## src/rtl/core/gic_pkg.sv

```systemverilog
// shared constants, types and reset values for gamepad input conditioning
// no dependencies
package gic_pkg;

  localparam int SAMPLE_BITS  = 12;
  localparam int SW           = SAMPLE_BITS + 1;
  localparam int NUM_CAL      = 4;
  localparam int CAL_BITS     = NUM_CAL * SAMPLE_BITS;
  localparam int CFG_IDX_BITS = 3;
  localparam int BYTE_BITS    = 8;
  localparam int LOW_PINS     = 10;
  localparam int HIGH_PINS    = 4;
  localparam int BUTTON_BITS  = 16;
  localparam int NUM_TRIG     = 2;

  localparam int PREP_STAGES  = 2;
  localparam int DIV_STAGES   = 5;
  localparam int DIV_STEPS    = 4;
  localparam int QUOT_BITS    = DIV_STAGES * DIV_STEPS;
  localparam int LANE_STAGES  = PREP_STAGES + DIV_STAGES;

  localparam int SCALE_SHIFT  = 7;
  localparam logic [BYTE_BITS-1:0] CENTRE = BYTE_BITS'(2 ** SCALE_SHIFT - 1);

  localparam logic [SAMPLE_BITS-1:0] TRIG_HIGH  = SAMPLE_BITS'(1870);
  localparam logic [SAMPLE_BITS-1:0] TRIG_LOW   = SAMPLE_BITS'(500);
  localparam int                     TRIG_DIV   = 11;
  localparam int                     TRIG_SHIFT = 15;
  localparam int                     TRIG_PROD_BITS = 2 * SAMPLE_BITS + 1;
  localparam logic [SAMPLE_BITS-1:0] TRIG_RECIP =
    SAMPLE_BITS'((2 ** TRIG_SHIFT + TRIG_DIV - 1) / TRIG_DIV);
  localparam logic [BYTE_BITS-1:0]   TRIG_OUT_MAX =
    BYTE_BITS'((1870 - 500) * 2 / TRIG_DIV);
  localparam logic [BYTE_BITS-1:0]   PRESS_LEVEL_RST = BYTE_BITS'(70);

  typedef enum logic [CFG_IDX_BITS-1:0] {
    REG_CAL_LX     = 3'd0,
    REG_CAL_LY     = 3'd1,
    REG_CAL_RX     = 3'd2,
    REG_CAL_RY     = 3'd3,
    REG_TRIG_LEVEL = 3'd4
  } cfg_reg_t;

  // fields: min 47:36, dead-zone low 35:24, dead-zone high 23:12, max 11:0
  typedef logic [CAL_BITS-1:0] cal_t;

  localparam cal_t CAL_RST [NUM_CAL] = '{
    {12'd700, 12'd1730, 12'd2130, 12'd3000},
    {12'd500, 12'd1830, 12'd1925, 12'd3312},
    {12'd700, 12'd1844, 12'd1998, 12'd3442},
    {12'd500, 12'd1871, 12'd1936, 12'd3314}
  };

  typedef struct packed {
    logic [LANE_STAGES-1:0] load;
    logic                   out_load;
  } pipe_ctl_t;

endpackage

```

## src/rtl/core/gic_merge.sv

```systemverilog
// merging stage: pin delay taps, button word assembly and output register
// depends on gic_pkg
module gic_merge (
  input  logic                              clk,
  input  gic_pkg::pipe_ctl_t                ctl,
  input  logic [gic_pkg::LOW_PINS-1:0]      low_pins,
  input  logic [gic_pkg::HIGH_PINS-1:0]     high_pins,
  input  logic [gic_pkg::BYTE_BITS-1:0]     stick [gic_pkg::NUM_CAL],
  input  logic [gic_pkg::BYTE_BITS-1:0]     trig  [gic_pkg::NUM_TRIG],
  input  logic [gic_pkg::BYTE_BITS-1:0]     press_level,
  output logic [gic_pkg::BYTE_BITS-1:0]     stick_out [gic_pkg::NUM_CAL],
  output logic [gic_pkg::BYTE_BITS-1:0]     trig_out  [gic_pkg::NUM_TRIG],
  output logic [gic_pkg::BUTTON_BITS-1:0]   button_word
);

  localparam int LS = gic_pkg::LANE_STAGES;
  localparam int PW = gic_pkg::LOW_PINS + gic_pkg::HIGH_PINS;

  logic [PW-1:0]                     pins_r [LS];
  logic [gic_pkg::BUTTON_BITS-1:0]   button_nxt;
  logic [gic_pkg::BYTE_BITS-1:0]     stick_r [gic_pkg::NUM_CAL];
  logic [gic_pkg::BYTE_BITS-1:0]     trig_r  [gic_pkg::NUM_TRIG];
  logic [gic_pkg::BUTTON_BITS-1:0]   button_r;

  // pins stored already in pressed-high form
  always_ff @(posedge clk) begin
    if (ctl.load[0]) begin
      pins_r[0] <= {high_pins, ~low_pins};
    end
  end

  for (genvar k = 1; k < LS; k++) begin : g_tap
    always_ff @(posedge clk) begin
      if (ctl.load[k]) begin
        pins_r[k] <= pins_r[k-1];
      end
    end
  end

  assign button_nxt = {trig[1] > press_level, trig[0] > press_level, pins_r[LS-1]};

  always_ff @(posedge clk) begin
    if (ctl.out_load) begin
      stick_r  <= stick;
      trig_r   <= trig;
      button_r <= button_nxt;
    end
  end

  assign stick_out   = stick_r;
  assign trig_out    = trig_r;
  assign button_word = button_r;

endmodule

```

## config.mk

```make
export PLATFORM = sky130hd
export DESIGN_NAME = gic_merge
export DESIGN_NICKNAME = d
export VERILOG_FILES = /design/src/rtl/core/gic_pkg.sv /design/src/rtl/core/gic_merge.sv
export SDC_FILE = /design/constraint.sdc
export NUM_CORES = 1
export LEC_CHECK = 0
export BUFFER_PORTS_ARGS = -buffer_cell sky130_fd_sc_hd__buf_2
export CORE_ASPECT_RATIO = 1.1
export CORE_MARGIN = 3
export CORE_UTILIZATION = 55
export DETAILED_ROUTE_END_ITERATION = 16
export PLACE_DENSITY = 0.79
export SYNTH_ARGS = -nofsm -noshare
export SYNTH_HDL_FRONTEND = slang
export SYNTH_SLANG_ARGS = --single-unit
```

## constraint.sdc

```tcl
create_clock -name clk -period 3.2 [get_ports clk]
set_clock_uncertainty 0.05 [all_clocks]
set_input_delay 0 -clock clk [delete_from_list [all_inputs] [get_ports clk]]
set_output_delay 0 -clock clk [all_outputs]
set_load 0.1 [all_outputs]
```

==> summary.md <==
| Metric | Value |
|---|---|
| Via Count | approximately 2.8k |
| Number of remaining DRC errors | 0 |
| Global-route wire length before repair | about 16 mm |
| Hold Path Class | in -> reg |
| Ports | 143 |
| Mapped cell area | around 0.0053 mm² |
| Drt pass-1 iters | 4 |
| Clock Latency Late Sink | between 0.5 and 0.6 ns |
| F_max | 654 MHz |
| Worst slack, placed | about 1.7 ns |
| Largest net degree at the start of global routing | 35 |
| Avg Inst Size Synth | 24.2 µm² |
| Worst-Margin Slew | around 0.70 ns |
| Post-DP HPWL | between 5 and 6 mm |
| WS Path Type | in -> reg |
| Initial DRC Count | 143 |
| Setup TNS | 0 ns |
| Final min period | around 1.5 ns |
| Port buffer count | approximately 140 |
| Antenna violations before repair | 0 |
| Vias per inst | 4.88 |
| Detailed-route wire length per cell | around 18 µm |
| FF+latch area | roughly 0.0049 mm² |
| Distinct cells, synth | 11 |
| Most frequent cells in the layout | edfxtp_1 (162), buf_2 (142), dlygate4sd3_1 (70) |
| Worst r2r src | pins_r[0][0]$_DFFE_PP_ |
| Worst Path Max Fanout | 34 |
| Cts bufs inserted | 17 |
| Crit. End Element | flop |
| Fin worst setup slack | between 1.5 and 2 ns |
| Area occupied by multi-input gates | 360 µm² |
| Vias in the first global route | 3147 |
| Total GRT Usage | roughly 21% |
| Hold Crit Start | press_level[0] |
| Layout Nets | about 550 |
| Clk buf depth | 2 |
| CTS tree | built |
| Hold path endpoint | button_word[15]$_DFFE_PP_ |
| Remaining Overflow, GRT | 0 |
| Initial Utilization | about three fifths |
| RSZ-0062 raised after global routing | no |
| Status | finished clean |
| Final Setup Violations | 0 |
| Finished Cell Area | about 0.0074 mm² |
| Slew HR | a little over half |
| H-Tree Depth | 4 |
| Ys Warns | 0 |
| CTS clk-pin slew, worst paths | approximately 0.06 ns |
| Max-cap viol count | 0 |
| # Post-CTS Setup Buffers | 0 |
| Pleak | roughly 3.0 nW |
| Area leader, netlist | edfxtp_1 |
| Die area | approximately 0.011 mm² |
| Ant diodes | 0 |
| P&R area growth vs syn | 39.5% |
| Synth area leaders | edfxtp_1 (92%), ha_1 (3.8%), inv_1 (1.3%) |
| R2R setup slack | around 2.5 ns |
| Sw Pwr | 1.37 mW |
| Commonest non-fill, non-tap cell in the layout | edfxtp_1 |
| Combinational power share | about 14% |
| FF+latch count, synth | about 160 |
| Top cell type's share of synthesized area | between 90% and 100% |
| Gpl congestion | slightly below 0.8 |
| Die height | around 110 µm |
| Mapped Cells | around 220 |
| Sequential cell area fraction in the yosys report | 91.8% |
| Chip width | 99.6 µm |
| CTS root buf | clkbuf_8 |
| Hold Path Cell Cnt | 4 |
| Worst flop-to-flop path endpoint | pins_r[1][0]$_DFFE_PP_ |
| Mapped Nets | 314 |
| Cell Int Power | 3.68 mW |
| Fin. max-slew vios | 0 |
| Power share of the sequential group | between 50% and 60% |
| Power per cell area | approximately 680 mW/mm² |
| Core area | around 0.009 mm² |
| CTS Sinks | 162 |
| Number of cell rows | 36 |
| Final Hold Viols | 0 |
| WP data arrival | 1.65 ns |
| Crit path required time | around 3.3 ns |
| Startpoint types | input port |
| Clock network power share | around a third |
| Period utilization | 47.8% |
| Post-DRT Antenna Nets | 0 |
| Share of layout cells above drive strength 1 | between 30% and 40% |
| Layout fillers | between 400 and 500 |
| Switch share | between 20% and 30% |
| Maximum vdd ir drop | ~0.57 mV |
| Placed Area | between 0.006 and 0.007 mm² |
| DRT Wirelength | between 10 and 15 mm |
| FF-to-FF path depth | 0 |
## state kept, by name, indices dropped and copies added (netlist names)
name / count
pins_r: 98
stick_out: 32
button_word: 16
trig_out: 16
## kinds of logic (layout without fill, tap and decap cells)
kind of cell | count (synthesis) | after routing | synth area share, %
fa+ha+maj | 16 | 16 | 3.78
simple gates | 8 | 8 | 1.13
flops | 162 | 162 | 91.8
compound gates | 14 | 14 | 1.89
buf+inv | 19 | 264 | 1.35
## synthesized netlist by cell type (all sizes together)
cell type  number
a21oi           8
edfxtp        162
ha             16
inv            19
nand2           2
nand4           4
nor2b           2
o211ai          2
o21ai           2
o22a            2
## area by class of cell
type,count,area share [%]
timing repair buffer,213,19.2
clock buffer,18,5.66
tap,114,1.93
sequential,162,65.8
inverter,19,0.965
multi-input combinational,38,4.88
clock inverter,14,1.54
## power by group through the flow
stage               clock network, mW  registers (mW)  logic, mW
floorplan                           0            3.02     0.0443
global placement                    0            2.57      0.641
detailed placement                  0            2.58      0.652
CTS                              1.80            2.54      0.722
global route                     1.92            2.55      0.754
finish                           1.78            2.54      0.728
## stage by stage
stage / total power, mW / hold WS (ns) / cells / utilization (%)
finish: 5.05 / 0.0862 / 578 / 81.2
global route: 5.22 / 0.0929 / 578 / 81.2
CTS: 5.06 / 0.0456 / 578 / 81.2
detailed placement: 3.23 / 0.128 / 476 / 67.7
global placement: 3.21 / 0.126 / 476 / 67.7
floorplan: 3.06 / 0.0489 / 219 / -
## worst max-delay path by stage
stage                   startpoint                        end  slack, ns  depth (start not counted)
floorplan           press_level[1]  button_word[14]$_DFFE_PP_       2.13                          6
global placement            ctl[0]   button_word[0]$_DFFE_PP_       1.81                          2
detailed placement          ctl[0]   button_word[7]$_DFFE_PP_       1.74                          2
CTS                         ctl[0]  button_word[11]$_DFFE_PP_       1.73                          3
global route                ctl[0]   button_word[3]$_DFFE_PP_       1.56                          3
finish                      ctl[0]   button_word[2]$_DFFE_PP_       1.67                          3
## routing by layer
layer | global-route usage [%] | part of all wire [%]
met5 | 0 | 0
met4 | 10.0 | 3.3
met3 | 6.78 | 7.0
met2 | 39.1 | 56
met1 | 19.5 | 33
## worst max-delay path: stages
cell	delay [ns]
dlygate4sd3_1	0.56
buf_2	0.58
buf_4	0.50
## what timing repair did
| item | in CTS | in global routing |
|---|---|---|
| gates resized for setup | 0 | 0 |
| hold buffers | 70 | 0 |
| hold endpoints to repair | 167 | 0 |
No activity file was read; power rests on OpenSTA's default activity.
