**config.mk**
```make
export PLATFORM = sky130hd
export DESIGN_NAME = gic_stick_lane
export DESIGN_NICKNAME = d
export VERILOG_FILES = /design/src/rtl/core/gic_pkg.sv /design/src/rtl/core/gic_stick_lane.sv
export SDC_FILE = /design/constraint.sdc
export NUM_CORES = 1
export LEC_CHECK = 0
export CORE_MARGIN = 2
export CORE_UTILIZATION = 50
export CTS_BUF_LIST = sky130_fd_sc_hd__clkbuf_4
export DETAILED_ROUTE_END_ITERATION = 12
export DONT_BUFFER_PORTS = 1
export SETUP_SLACK_MARGIN = 0.5
export SYNTH_ARGS = -nofsm -noshare
export SYNTH_HDL_FRONTEND = slang
export SYNTH_SLANG_ARGS = --single-unit
```
**constraint.sdc**
```tcl
create_clock -name clk -period 12.68 [get_ports clk]
set_input_delay 1.902 -clock clk [delete_from_list [all_inputs] [get_ports clk]]
set_output_delay 1.902 -clock clk [all_outputs]
set_load 0.1 [all_outputs]
```
**src/rtl/core/gic_pkg.sv**
```systemverilog
// shared constants, types and reset values for gamepad input conditioning
// no dependencies
package gic_pkg;

  localparam int SAMPLE_BITS  = 12;
  localparam int SW           = SAMPLE_BITS + 1;
  localparam int NUM_CAL      = 4;
  localparam int CAL_BITS     = NUM_CAL * SAMPLE_BITS;
  localparam int CFG_IDX_BITS = 3;
  localparam int BYTE_BITS    = 8;
  localparam int LOW_PINS     = 10;
  localparam int HIGH_PINS    = 4;
  localparam int BUTTON_BITS  = 16;
  localparam int NUM_TRIG     = 2;

  localparam int PREP_STAGES  = 2;
  localparam int DIV_STAGES   = 5;
  localparam int DIV_STEPS    = 4;
  localparam int QUOT_BITS    = DIV_STAGES * DIV_STEPS;
  localparam int LANE_STAGES  = PREP_STAGES + DIV_STAGES;

  localparam int SCALE_SHIFT  = 7;
  localparam logic [BYTE_BITS-1:0] CENTRE = BYTE_BITS'(2 ** SCALE_SHIFT - 1);

  localparam logic [SAMPLE_BITS-1:0] TRIG_HIGH  = SAMPLE_BITS'(1870);
  localparam logic [SAMPLE_BITS-1:0] TRIG_LOW   = SAMPLE_BITS'(500);
  localparam int                     TRIG_DIV   = 11;
  localparam int                     TRIG_SHIFT = 15;
  localparam int                     TRIG_PROD_BITS = 2 * SAMPLE_BITS + 1;
  localparam logic [SAMPLE_BITS-1:0] TRIG_RECIP =
    SAMPLE_BITS'((2 ** TRIG_SHIFT + TRIG_DIV - 1) / TRIG_DIV);
  localparam logic [BYTE_BITS-1:0]   TRIG_OUT_MAX =
    BYTE_BITS'((1870 - 500) * 2 / TRIG_DIV);
  localparam logic [BYTE_BITS-1:0]   PRESS_LEVEL_RST = BYTE_BITS'(70);

  typedef enum logic [CFG_IDX_BITS-1:0] {
    REG_CAL_LX     = 3'd0,
    REG_CAL_LY     = 3'd1,
    REG_CAL_RX     = 3'd2,
    REG_CAL_RY     = 3'd3,
    REG_TRIG_LEVEL = 3'd4
  } cfg_reg_t;

  // fields: min 47:36, dead-zone low 35:24, dead-zone high 23:12, max 11:0
  typedef logic [CAL_BITS-1:0] cal_t;

  localparam cal_t CAL_RST [NUM_CAL] = '{
    {12'd700, 12'd1730, 12'd2130, 12'd3000},
    {12'd500, 12'd1830, 12'd1925, 12'd3312},
    {12'd700, 12'd1844, 12'd1998, 12'd3442},
    {12'd500, 12'd1871, 12'd1936, 12'd3314}
  };

  typedef struct packed {
    logic [LANE_STAGES-1:0] load;
    logic                   out_load;
  } pipe_ctl_t;

endpackage

```
**src/rtl/core/gic_stick_lane.sv**
```systemverilog
// one stick axis lane: clamp, region select, scaling by a pipelined divider
// depends on gic_pkg
module gic_stick_lane (
  input  logic                                  clk,
  input  gic_pkg::pipe_ctl_t                    ctl,
  input  logic [gic_pkg::SAMPLE_BITS-1:0]       raw,
  input  gic_pkg::cal_t                         cal,
  output logic [gic_pkg::BYTE_BITS-1:0]         stick
);

  localparam int SB = gic_pkg::SAMPLE_BITS;
  localparam int SW = gic_pkg::SW;
  localparam int QB = gic_pkg::QUOT_BITS;
  localparam int DS = gic_pkg::DIV_STAGES;
  localparam int BB = gic_pkg::BYTE_BITS;

  logic signed [SW-1:0] x, mx, hi, lo, mn, xc;
  logic signed [SW-1:0] nd_nxt, dd_nxt;
  logic                 off_nxt, ctr_nxt;

  logic signed [SW-1:0] nd_r, dd_r;
  logic                 off1_r, ctr1_r;

  logic [SW-1:0]        nabs, dabs;
  logic [SB-1:0]        nmag, dmag;
  logic [QB-1:0]        prod;

  logic [QB-1:0]        nq_r  [DS+1];
  logic [SB-1:0]        rem_r [DS+1];
  logic [SB-1:0]        d_r   [DS+1];
  logic                 neg_r [DS+1];
  logic                 off_r [DS+1];
  logic                 ctr_r [DS+1];

  logic [BB-1:0]        q8, sq, v;

  assign x  = $signed({1'b0, raw});
  assign mx = $signed({1'b0, cal[SB-1:0]});
  assign hi = $signed({1'b0, cal[2*SB-1:SB]});
  assign lo = $signed({1'b0, cal[3*SB-1:2*SB]});
  assign mn = $signed({1'b0, cal[4*SB-1:3*SB]});

  // clamp against max first, then min; pick the region
  always_comb begin
    xc      = x;
    nd_nxt  = '0;
    dd_nxt  = '0;
    off_nxt = 1'b0;
    ctr_nxt = 1'b1;
    priority if (x > mx) begin
      xc = mx;
    end else if (x < mn) begin
      xc = mn;
    end else begin
      xc = x;
    end
    priority if (xc > hi) begin
      ctr_nxt = (mx == hi);
      nd_nxt  = xc - hi;
      dd_nxt  = mx - hi;
      off_nxt = 1'b1;
    end else if (xc < lo) begin
      ctr_nxt = (lo == mn);
      nd_nxt  = xc - mn;
      dd_nxt  = lo - mn;
    end else begin
      ctr_nxt = 1'b1;
    end
  end

  always_ff @(posedge clk) begin
    if (ctl.load[0]) begin
      nd_r   <= nd_nxt;
      dd_r   <= dd_nxt;
      off1_r <= off_nxt;
      ctr1_r <= ctr_nxt;
    end
  end

  // magnitudes and the scale by 127 as shift and subtract
  assign nabs = nd_r[SW-1] ? SW'(-nd_r) : nd_r;
  assign dabs = dd_r[SW-1] ? SW'(-dd_r) : dd_r;
  assign nmag = nabs[SB-1:0];
  assign dmag = dabs[SB-1:0];
  assign prod = QB'({nmag, gic_pkg::SCALE_SHIFT'(0)}) - QB'(nmag);

  always_ff @(posedge clk) begin
    if (ctl.load[1]) begin
      nq_r[0]  <= prod;
      rem_r[0] <= '0;
      d_r[0]   <= dmag;
      neg_r[0] <= nd_r[SW-1] ^ dd_r[SW-1];
      off_r[0] <= off1_r;
      ctr_r[0] <= ctr1_r;
    end
  end

  // restoring division, a few quotient bits per stage
  for (genvar j = 1; j <= DS; j++) begin : g_div
    logic [QB-1:0] nq;
    logic [SB:0]   rem;

    always_comb begin
      nq  = nq_r[j-1];
      rem = {1'b0, rem_r[j-1]};
      for (int s = 0; s < gic_pkg::DIV_STEPS; s++) begin
        rem = {rem[SB-1:0], nq[QB-1]};
        nq  = {nq[QB-2:0], 1'b0};
        if (rem >= {1'b0, d_r[j-1]}) begin
          rem   = rem - {1'b0, d_r[j-1]};
          nq[0] = 1'b1;
        end
      end
    end

    always_ff @(posedge clk) begin
      if (ctl.load[gic_pkg::PREP_STAGES-1+j]) begin
        nq_r[j]  <= nq;
        rem_r[j] <= rem[SB-1:0];
        d_r[j]   <= d_r[j-1];
        neg_r[j] <= neg_r[j-1];
        off_r[j] <= off_r[j-1];
        ctr_r[j] <= ctr_r[j-1];
      end
    end
  end

  // sign, offset and centre on the low byte only
  assign q8    = nq_r[DS][BB-1:0];
  assign sq    = neg_r[DS] ? BB'(-q8) : q8;
  assign v     = sq + (off_r[DS] ? gic_pkg::CENTRE : BB'(0));
  assign stick = ctr_r[DS] ? gic_pkg::CENTRE : v;

endmodule

```
==> results_dict.tcl <==
set metrics [dict create \
    maxSlewHeadroom_pct 27.7 \
    cts.clk_slew.worst_paths_ps 70 \
    finalSetupViolCount 0 \
    post_cts_buffers 0 \
    synthMostInstantiatedCell "ha_1" \
    antenna_found_initial 1 \
    h-tree-depth 2 \
    slew_violations 0 \
    async_flop_share_pct 0 \
    cts_max_path_buffers 3 \
    synth_area_mm2 0.0236 \
    min_path_cells 0 \
    grt_use_met2_pct 40.0 \
    startpoint_type "register" \
    yosys_most_used_dff "edfxtp_1" \
    num_rows 79 \
    period_share_pct 88.0 \
    drt_iter0_drc 947 \
    drc 0 \
    synth.distinct_cells 79 \
    synth_top_cell_area_share_pct 28.7 \
    fp.dieW_um 221 \
    num_vias 18980 \
    yosysTopAreaCell "edfxtp_1" \
    netlist_instances 2543 \
    synth_top_family_by_area "adder cells" \
    synth_compound_area_share_pct 18.4 \
    ys_ff_latch 226 \
    syn_nets 2962 \
    tns_ps 0 \
    cts_sinks 226 \
    die-area_mm2 0.0490 \
    vias_per_cell 5.87 \
    max_freq_mhz 89.6 \
    min_path_type "reg2reg" \
    gp_congestion 0.907 \
    hpwl_mm 46.6 \
    worstSetupPathType "reg2reg" \
    grt_util_all_layers_pct 23.0 \
    status "complete, no violations" \
    grtUsageMet1_pct 28.7 \
    ys_top_cells_by_area "edfxtp_1 (29%), ha_1 (17%), mux2_2 (5.6%)" \
    die_h_um 221 \
    timing.final.crit_period_ps 11160 \
    hold_buffers 0 \
    area_delta_synth_final_pct 6.23 \
    routed_wl_mm 57.3 \
    cap_viol_max_count 0 \
    ff2ff_path_depth 36 \
    design_area_mm2 0.0251 \
    drt_pre_antenna_iters 7 \
    synthMuxAreaShare_pct 7.51 \
    design.core.area_mm2 0.0466 \
    hold_viol_final 0 \
    root_buffer "clkbuf_4" \
    io_buffers 0 \
    start_util_pct 50.7 \
    critPathArrivalTime_ps 11690 \
    synth-adder-area-share_pct 19.3 \
    stdcell_count 3232 \
    hold_ws_ps 406 \
    syn_area_per_cell_um2 9.28 \
    crit_slowest_cell "a311oi_2" \
    cts_inserted_buffers 60 \
    max_stage_delay_ps 870 \
    grt_max_degree 44 \
    crit_fanout 12 \
    worst_pin_slew_ps 1070 \
    grt_pass1_wl_mm 92.9 \
    rsz0062_at_grt "no" \
    crit_path_frequent_cell "o21ai_0" \
    grt_pass1_vias 18763 \
    ys_warn_count 0 \
    top_usage_layer "met2" \
    synth_xor_area_share_pct 8.53 \
    grt_overflow 0 \
    wl_per_cell_um 17.7 \
    synth_common_cells "ha_1 (327), inv_1 (231), edfxtp_1 (226)" \
    critPathRequiredTime_ps 13210 \
    layout-drive-gt1-share_pct 9.68 \
    cts_tree "done" \
    cts_resized 0 \
    endpoint_kind "register" \
    postRouteAntennaNets 0 \
    finalClockSkew_ps 74.4 \
    io_pins 77 \
    synth_simple_gate_area_share_pct 13.3 \
    met3_usage_pct 3.49 \
    detailed_place.area_mm2 0.0243 \
    clk_latency_ps 780 \
    synth_edf_count 226 \
    nets 3000 \
    place_inst 3126 \
    yosysSeqAreaShare_pct 28.7 \
]
## through the flow
| step | setup slack (ps) | util [%] |
|---|---|---|
| 6_report | 1520 | 53.9 |
| 5_1_grt | 570 | 53.9 |
| 4_1_cts | 1260 | 53.8 |
| 3_5_place_dp | 1360 | 52.2 |
| 3_3_place_gp | 1490 | 52.2 |
| 2_1_floorplan | 3220 | - |
## worst max-delay path, delay by kind of cell (launching register included)
| family | cells | cell delay [ps] |
|---|---|---|
| buf+inv | 3 | 420 |
| flops | 1 | 490 |
| mux | 2 | 800 |
| simple gates | 6 | 1050 |
| fa+ha+maj | 4 | 1210 |
| compound gates | 21 | 6920 |
## final cells by class
| type | instances | area [um^2] |
|---|---|---|
| well taps | 607 | 759 |
| flip-flops and latches | 226 | 6790 |
| diodes | 1 | 2.50 |
| inverters | 232 | 871 |
| repair buffers | 8 | 60.1 |
| multi-input cells | 2053 | 15800 |
| clock inverters | 35 | 235 |
| fillers | 4275 | 21500 |
| clock buffers | 70 | 526 |
## layout by cell type (no fill, tap or decap), types with 12 or more instances in the layout
cell type  netlist  routed
a211oi_1        17      17
a21boi_0        12      12
a21o_1          89      89
a21oi_1        184     183
a31oi_1         21      21
and3_1          15      15
clkbuf_4         0      70
clkinv_1         0      18
clkinv_2         0      12
edfxtp_1       226     226
fa_1            23      23
ha_1           327     327
inv_1          231     231
mux2_2         117     117
mux2i_1         32      32
nand2_1        149     149
nand2b_1        43      43
nand3_1         45      45
nand4_1         44      44
nor2_1         165     164
nor2b_1         48      48
nor3_1          54      54
o21a_1          30      30
o21ai_0        161     160
o21bai_1        23      23
o22ai_1         29      29
o31ai_1         24      24
or3_1           22      22
xnor2_1        145     145
xor2_1          85      85
## layer usage
layer | part of all wire (%) | wire length, um
met5 | 0 | 0
met1 | 44 | 25500
met4 | 3.2 | 1860
met2 | 48 | 27700
met3 | 4.0 | 2310
## logic make-up after synthesis
kind of cell / Yosys count
simple gates: 638
buf+inv: 264
fa+ha+maj: 350
mux: 158
flops: 226
compound gates: 677
xor+xnor: 230
## state kept, by name, indices dropped and copies added, names as in the netlist
name    cells
off_r       6
rem_r      48
dd_r       13
ctr1_r      1
ctr_r       6
off1_r      1
nq_r       72
neg_r       6
nd_r       13
d_r        60
## worst paths after layout
path,start,to,slack [ps]
min,nq_r[3][15],nq_r[4][19],410
max,d_r[0][0],rem_r[1][11],1520
max reg2reg,d_r[0][0],rem_r[1][11],1520
min reg2reg,nq_r[3][15],nq_r[4][19],410
Power is left out: the tool's default activity adds up to more than one toggle a clock period on the data nets, which glitch-free logic cannot reach.
