**src/rtl/core/gic_pkg.sv**
```systemverilog
// shared constants, types and reset values for gamepad input conditioning
// no dependencies
package gic_pkg;

  localparam int SAMPLE_BITS  = 12;
  localparam int SW           = SAMPLE_BITS + 1;
  localparam int NUM_CAL      = 4;
  localparam int CAL_BITS     = NUM_CAL * SAMPLE_BITS;
  localparam int CFG_IDX_BITS = 3;
  localparam int BYTE_BITS    = 8;
  localparam int LOW_PINS     = 10;
  localparam int HIGH_PINS    = 4;
  localparam int BUTTON_BITS  = 16;
  localparam int NUM_TRIG     = 2;

  localparam int PREP_STAGES  = 2;
  localparam int DIV_STAGES   = 5;
  localparam int DIV_STEPS    = 4;
  localparam int QUOT_BITS    = DIV_STAGES * DIV_STEPS;
  localparam int LANE_STAGES  = PREP_STAGES + DIV_STAGES;

  localparam int SCALE_SHIFT  = 7;
  localparam logic [BYTE_BITS-1:0] CENTRE = BYTE_BITS'(2 ** SCALE_SHIFT - 1);

  localparam logic [SAMPLE_BITS-1:0] TRIG_HIGH  = SAMPLE_BITS'(1870);
  localparam logic [SAMPLE_BITS-1:0] TRIG_LOW   = SAMPLE_BITS'(500);
  localparam int                     TRIG_DIV   = 11;
  localparam int                     TRIG_SHIFT = 15;
  localparam int                     TRIG_PROD_BITS = 2 * SAMPLE_BITS + 1;
  localparam logic [SAMPLE_BITS-1:0] TRIG_RECIP =
    SAMPLE_BITS'((2 ** TRIG_SHIFT + TRIG_DIV - 1) / TRIG_DIV);
  localparam logic [BYTE_BITS-1:0]   TRIG_OUT_MAX =
    BYTE_BITS'((1870 - 500) * 2 / TRIG_DIV);
  localparam logic [BYTE_BITS-1:0]   PRESS_LEVEL_RST = BYTE_BITS'(70);

  typedef enum logic [CFG_IDX_BITS-1:0] {
    REG_CAL_LX     = 3'd0,
    REG_CAL_LY     = 3'd1,
    REG_CAL_RX     = 3'd2,
    REG_CAL_RY     = 3'd3,
    REG_TRIG_LEVEL = 3'd4
  } cfg_reg_t;

  // fields: min 47:36, dead-zone low 35:24, dead-zone high 23:12, max 11:0
  typedef logic [CAL_BITS-1:0] cal_t;

  localparam cal_t CAL_RST [NUM_CAL] = '{
    {12'd700, 12'd1730, 12'd2130, 12'd3000},
    {12'd500, 12'd1830, 12'd1925, 12'd3312},
    {12'd700, 12'd1844, 12'd1998, 12'd3442},
    {12'd500, 12'd1871, 12'd1936, 12'd3314}
  };

  typedef struct packed {
    logic [LANE_STAGES-1:0] load;
    logic                   out_load;
  } pipe_ctl_t;

endpackage

```
**src/rtl/core/gic_trig_lane.sv**
```systemverilog
// one trigger lane: clamp, inverse scale by reciprocal multiply, delay taps
// depends on gic_pkg
module gic_trig_lane (
  input  logic                            clk,
  input  gic_pkg::pipe_ctl_t              ctl,
  input  logic [gic_pkg::SAMPLE_BITS-1:0] raw,
  output logic [gic_pkg::BYTE_BITS-1:0]   trig
);

  localparam int SB = gic_pkg::SAMPLE_BITS;
  localparam int BB = gic_pkg::BYTE_BITS;
  localparam int PB = gic_pkg::TRIG_PROD_BITS;
  localparam int LS = gic_pkg::LANE_STAGES;

  logic [SB-1:0] xc, diff;
  logic [PB-1:0] prod;
  logic [BB-1:0] tb_nxt;
  logic [BB-1:0] tq_r [LS];

  always_comb begin
    xc = raw;
    priority if (raw > gic_pkg::TRIG_HIGH) begin
      xc = gic_pkg::TRIG_HIGH;
    end else if (raw < gic_pkg::TRIG_LOW) begin
      xc = gic_pkg::TRIG_LOW;
    end else begin
      xc = raw;
    end
  end

  assign diff   = gic_pkg::TRIG_HIGH - xc;
  assign prod   = PB'({diff, 1'b0}) * PB'(gic_pkg::TRIG_RECIP);
  assign tb_nxt = prod[gic_pkg::TRIG_SHIFT +: BB];

  always_ff @(posedge clk) begin
    if (ctl.load[0]) begin
      tq_r[0] <= tb_nxt;
    end
  end

  for (genvar k = 1; k < LS; k++) begin : g_tap
    always_ff @(posedge clk) begin
      if (ctl.load[k]) begin
        tq_r[k] <= tq_r[k-1];
      end
    end
  end

  assign trig = tq_r[LS-1];

endmodule

```
**config.mk**
```make
export PLATFORM = sky130hd
export DESIGN_NAME = gic_trig_lane
export DESIGN_NICKNAME = d
export VERILOG_FILES = /design/src/rtl/core/gic_pkg.sv /design/src/rtl/core/gic_trig_lane.sv
export SDC_FILE = /design/constraint.sdc
export NUM_CORES = 1
export LEC_CHECK = 0
export BUFFER_PORTS_ARGS = -buffer_cell sky130_fd_sc_hd__buf_4
export CORE_MARGIN = 2
export CORE_UTILIZATION = 35
export DETAILED_ROUTE_END_ITERATION = 10
export PLACE_DENSITY = 0.55
export SYNTH_ARGS = -nofsm -noshare
export SYNTH_HDL_FRONTEND = slang
export SYNTH_SLANG_ARGS = --single-unit
```
**constraint.sdc**
```tcl
create_clock -name clk -period 7.49 [get_ports clk]
set_input_delay 0.3745 -clock clk [delete_from_list [all_inputs] [get_ports clk]]
set_output_delay 0.3745 -clock clk [all_outputs]
set_load 0.01 [all_outputs]
```
==> metrics.txt, run 1 <==
share of cells above drive strength 1=13.0%; ranking of synthesized cells by area=edfxtp_1 (37%), ha_1 (18%), fa_1 (15%), inv_1 (4.9%), xnor2_1 (3.1%); synth unique cells=55; final cycle utilization of the critical path=89.7%; Synth Area in Compound Gates=8.14%; CTS max path bufs=2; most frequent cells in the layout=ha_1 (67), inv_1 (59), edfxtp_1 (56); post-synthesis cell area=4560 um2; # DRC=0; PortBufs=27; IO Pins=29; Slew HR=52.8%; WP data required=7.53 ns; Yosys reg bits=56; setup clock skew after layout=0.00359 ns; commonest non-fill, non-tap cell in the layout=ha_1; RSZ-0062 raised after global routing=false; Async SR Flop Fraction=0%; H-tree lvl count=2; CTS buffer count=5; most common flop cell mapped by yosys=edfxtp_1; total wire length=7720 um; wire per inst=~13 um; setup bufs post-CTS=0; r2r worst-path depth=0; CTS tree=done; Clock Pin Slew Worst Setup and Hold Paths=0.07 ns; DP Cell Count=between 500 and 600; largest net degree at the start of global routing=17; CP endpoint kind=flip-flop; Max Fclk=149 MHz; Synthesis Warnings=0; via count=2719; DP HPWL=6670 um; # fillers=1247; final core utilization=40.5%; pre-CTS worst setup slack=between 0.3 and 0.4 ns; Hold Path Stages=1; largest registers=tq_r x56; routability congestion estimate=0.827; post-synthesis mux area share=0.219%; initial antenna violation count=0; Overall Power=1.52 mW; vias per cell=4.63; Critical R2R Launch=tq_r[3][0]$_DFFE_PP_; die area=14000 um2; fin area=5130 um2; # rows=roughly 40; global-route wire length before repair=roughly 14000 um; worst-path fanout max=8; status=complete, no violations; CTS Root Cell=clkbuf_16; antenna cell count=0; worst r2r dst=tq_r[4][0]$_DFFE_PP_; final std cells w/o fill=587; number of max-cap violations=0; Routed Antenna Nets=0; number of global-route vias before repair=2864; Mapped Cells=380; Worst setup SP type=input pin; DRT iter0 DRCs=128; CP Class=in -> reg; Mapped Avg Cell Area=approximately 12 um2; Simple-Gate Fraction of Synth Area=8.63%; fin crit period=6.72 ns; adder-cell share of the synthesized area=~34%; Final Hold Fails=0; GRT overflow=0; placed cell area=~5000 um2; top-area cell type share of the netlist area=between 30 and 40%; Worst IR Drop VDD=0.000105 V; main combinational cell family by area after synthesis=adder cells; CTS sink count=56; crit path DAT=6.76 ns; Top reg by flops=tq_r; WHS=0.365 ns; most area-hungry cell type in the Yosys netlist=edfxtp_1; WHS Endpoint=tq_r[3][7]$_DFFE_PP_; Synth Area in XOR/XNOR=about 6.3%; initial core utilization=36.0%; final setup fails=0; hold buffer count at CTS=0; fin nets=around 540; fin worst setup slack=0.769 ns; fin. max-slew vios=0; Hold WC Path Type=in -> reg; sequential-to-total area share from yosys stat=36.8%; Post-synth EDFFs=56; drt pass-1 iters=4; Leak Pwr=~2.3 nW; Core Area=12700 um2; setup TNS=0 ns; GRT Total Usage=12.0%; Area Overhead vs Synth=12.4%; Clk Latency, worst-skew pair=0.29 ns; R2R Setup Slk=6.85 ns; hold path start=ctl[4]; max reg flops=56; cts repair resizes=0; measured slew at the worst slew-check pin=0.700 ns; Die Span X=118 um; Pwr Density=297 nW/um2; DIE HEIGHT=118 um
[critical path, stage by stage]
cell,delay (ns)
buf_4,0.14
or2_1,0.27
o31a_1,0.37
nor2_1,0.16
and3_1,0.19
ha_1,0.29
nand3_1,0.13
nand2_1,0.08
o21ai_0,0.09
o32a_4,0.38
xnor2_1,0.18
fa_1,0.51
inv_1,0.05
fa_1,0.51
fa_1,0.54
inv_1,0.06
fa_1,0.53
inv_1,0.04
ha_1,0.30
a2111oi_0,0.33
o21ai_0,0.14
a22oi_1,0.40
o31ai_1,0.16
buf_4,0.16
o31ai_1,0.25
xnor2_1,0.09
[synthesized netlist by cell type (2+ instances only)]
| library cell | count |
|---|---|
| a211oi_1 | 3 |
| a21oi_1 | 13 |
| and2_1 | 6 |
| and2_4 | 2 |
| and3_1 | 4 |
| buf_6 | 2 |
| clkbuf_1 | 5 |
| conb_1 | 2 |
| edfxtp_1 | 56 |
| fa_1 | 35 |
| ha_1 | 67 |
| inv_1 | 59 |
| nand2_1 | 11 |
| nand2b_1 | 4 |
| nand3_1 | 8 |
| nand4_1 | 3 |
| nor2_1 | 15 |
| nor3_1 | 7 |
| o21a_1 | 2 |
| o21ai_0 | 8 |
| o21ai_2 | 2 |
| o31a_1 | 2 |
| o31ai_1 | 3 |
| or2_1 | 2 |
| xnor2_1 | 16 |
| xor2_1 | 14 |
[worst max path at each step]
stage / cells after the start / endpoint / from
floorplan: 25 / tq_r[0][7]$_DFFE_PP_ / raw[4]
global placement: 26 / tq_r[0][7]$_DFFE_PP_ / raw[6]
detailed placement: 27 / tq_r[0][7]$_DFFE_PP_ / raw[4]
CTS: 26 / tq_r[0][7]$_DFFE_PP_ / raw[4]
global route: 27 / tq_r[0][7]$_DFFE_PP_ / raw[7]
finish: 26 / tq_r[0][7]$_DFFE_PP_ / raw[4]
[power breakdown]
group          leakage [nW]  total [mW]  internal, mW  switching (mW)
sequential            0.548       0.462         0.449          0.0136
clock                0.0710       0.217         0.121          0.0953
combinational          1.72       0.845         0.371           0.475
[layer usage]
metal  GRT usage (%)  wire length [um]  up-vias
li1                -                 -     1388
met1            13.8              3320     1278
met2            23.3              4130       45
met3            1.11               184        8
met4            3.39                87        0
met5               0                 0        -
[final cells by class]
type                    count  area (um2)  share of cell area [%]
repair buffers             35         263                    5.12
clock inverters             3        13.8                   0.268
multi-input cells         257        2610                    50.9
clock buffers               5         125                    2.44
well taps                 172         215                    4.19
inverters                  59         221                    4.32
flip-flops and latches     56        1680                    32.8
[logic make-up (layout without fill, tap and decap cells)]
logic type	after synthesis	count (layout)
AOI/OAI and AO/OA	49	49
xor gates and xnor gates	31	31
adders and majority gates	102	102
buffers and inverters	68	102
DFF	56	56
muxes	1	1
other	2	3
and+or+nand+nor	71	71
Power figures use the tool's default switching activity.
==> run 2, diff against run 1 <==
--- a/config.mk
+++ b/config.mk
@@ -9,7 +9,6 @@
 export CORE_MARGIN = 2
 export CORE_UTILIZATION = 35
 export DETAILED_ROUTE_END_ITERATION = 10
-export PLACE_DENSITY = 0.55
 export SYNTH_ARGS = -nofsm -noshare
 export SYNTH_HDL_FRONTEND = slang
 export SYNTH_SLANG_ARGS = --single-unit
==> run 2 against run 1 <==
Clock-buffer cell count is the same. Routed wire length shrank 0.91%. Non-clock buffer count grew 2. Clock skew grew 0.0039 ns. Highest routed layer unchanged.
==> metrics.txt, run 2 (same netlist as run 1, synthesis figures left out) <==
status=complete, no violations; routability congestion estimate=0.821; Leak Pwr=2.36 nW; final setup fails=0; # rows=41; WHS=0.364 ns; RSZ-0062 raised after global routing=false; CTS buffer count=5; drt pass-1 iters=4; CTS max path bufs=2; clock power share=16.2%; Met1 Wirelength=about 3300 um; setup bufs post-CTS=0; final cycle utilization of the critical path=87.3%; CTS sink count=56; most frequent cells in the layout=ha_1 (67), inv_1 (59), edfxtp_1 (56); start point of the critical path=raw[4]; setup TNS=0 ns; antenna cell count=0; DP HPWL=6620 um; Detail Route met2 WL=4090 um; Worst path max stage delay=0.54 ns; worst r2r dst=tq_r[6][6]$_DFFE_PP_; IO Pins=29; Clock Pin Slew Worst Setup and Hold Paths=0.07 ns; # DRC=0; Hold WC Path Type=in -> reg; die area=14000 um2; Area Overhead vs Synth=13.4%; Top Metal Used=met4; Core Area=about 13000 um2; initial core utilization=between 30 and 40%; wire per inst=approximately 13 um; Top reg by flops=tq_r; setup clock skew after layout=0.00745 ns; crit path DAT=~6.6 ns; hold buffer count at CTS=0; P_int=985 uW; Hold Path Stages=1; Clk Latency, worst-skew pair=0.29 ns; commonest non-fill, non-tap cell in the layout=ha_1; r2r worst-path depth=0; Routed Antenna Nets=0; met3 wire len=158 um; WHS Endpoint=tq_r[5][1]$_DFFE_PP_; sequential share of power=29.3%; share of cells above drive strength 1=13.7%; Bufs and invs on worst path=6; GRT Total Usage=11.6%; initial antenna violation count=0; largest net degree at the start of global routing=18; Slew HR=54.1%; R2R Setup Slk=6.86 ns; max reg flops=56; measured slew at the worst slew-check pin=0.684 ns; WP data required=between 7 and 8 ns; total wire length=roughly 7600 um; Die Span X=118 um; via count=2767; Max Fclk=about 150 MHz; cts repair resizes=0; Final Hold Fails=0; CTS Root Cell=clkbuf_16; largest registers=tq_r x56; H-tree lvl count=2; Pwr Density=304 nW/um2; Worst IR Drop VDD=0.0000990 V; Sw Share=37.4%; CTS tree=done; DIE HEIGHT=118 um; number of max-cap violations=0; number of global-route vias before repair=roughly 3000; Net Switching=589 uW; Top delay family on crit path=adder cells; DRT iter0 DRCs=67; global-route wire length before repair=13300 um; PortBufs=27; CP Class=in -> reg; CP endpoint kind=flip-flop; fin crit period=6.54 ns; fin nets=539; Worst setup SP type=input pin; worst-path fanout max=8; Comb power frac=54.5%; fin. max-slew vios=0; vias per cell=approximately 4.7; final core utilization=40.8%; GRT overflow=0; Critical R2R Launch=tq_r[5][6]$_DFFE_PP_; hold path start=ctl[6]; slowest cell on the critical path=fa_1
==> run 2: cell count changes in the layout (fill, tap and decap cells not counted) <==
cell	before	now
bufinv_16	0	1
buf_4	35	37
clkinv_1	1	0
clkinvlp_4	0	1
clkinv_2	2	1
==> run 2: worst max-delay path by stage <==
stage	endpoint	cells after the start	slack, ns
5_1_grt	tq_r[0][7]$_DFFE_PP_	27	0.33
2_1_floorplan	tq_r[0][7]$_DFFE_PP_	25	0.90
3_5_place_dp	tq_r[0][7]$_DFFE_PP_	27	0.59
4_1_cts	tq_r[0][7]$_DFFE_PP_	27	0.90
6_report	tq_r[0][7]$_DFFE_PP_	27	0.95
3_3_place_gp	tq_r[0][7]$_DFFE_PP_	27	0.75
==> run 2: layout make-up <==
class,instances,area (um2)
clock buffers,5,125
clock inverters,3,42.5
fillers,1241,7500
inverters,59,221
multi-input cells,257,2610
flip-flops and latches,56,1680
well taps,172,215
repair buffers,37,278
==> run 2: routing by layer <==
layer	vias to the layer above	GRT usage, %
met5	-	0
met4	0	2.18
met3	5	1.25
met2	36	23.0
met1	1341	13.1
li1	1385	-
==> run 2: stage by stage <==
stage	cell area (um2)	power (mW)	setup slack (ns)	instances
2_1_floorplan	4570	1.13	0.902	381
3_3_place_gp	5010	1.30	0.750	581
5_1_grt	5170	1.75	0.332	589
4_1_cts	5170	1.60	0.905	589
3_5_place_dp	5010	1.33	0.591	581
6_report	5170	1.57	0.948	589
==> run 2: power by group through the flow <==
stage,clock network (mW),logic (mW),registers [mW]
6_report,0.254,0.858,0.462
5_1_grt,0.272,1.01,0.467
3_5_place_dp,0,0.864,0.470
3_3_place_gp,0,0.838,0.466
2_1_floorplan,0,0.661,0.465
4_1_cts,0.261,0.874,0.463
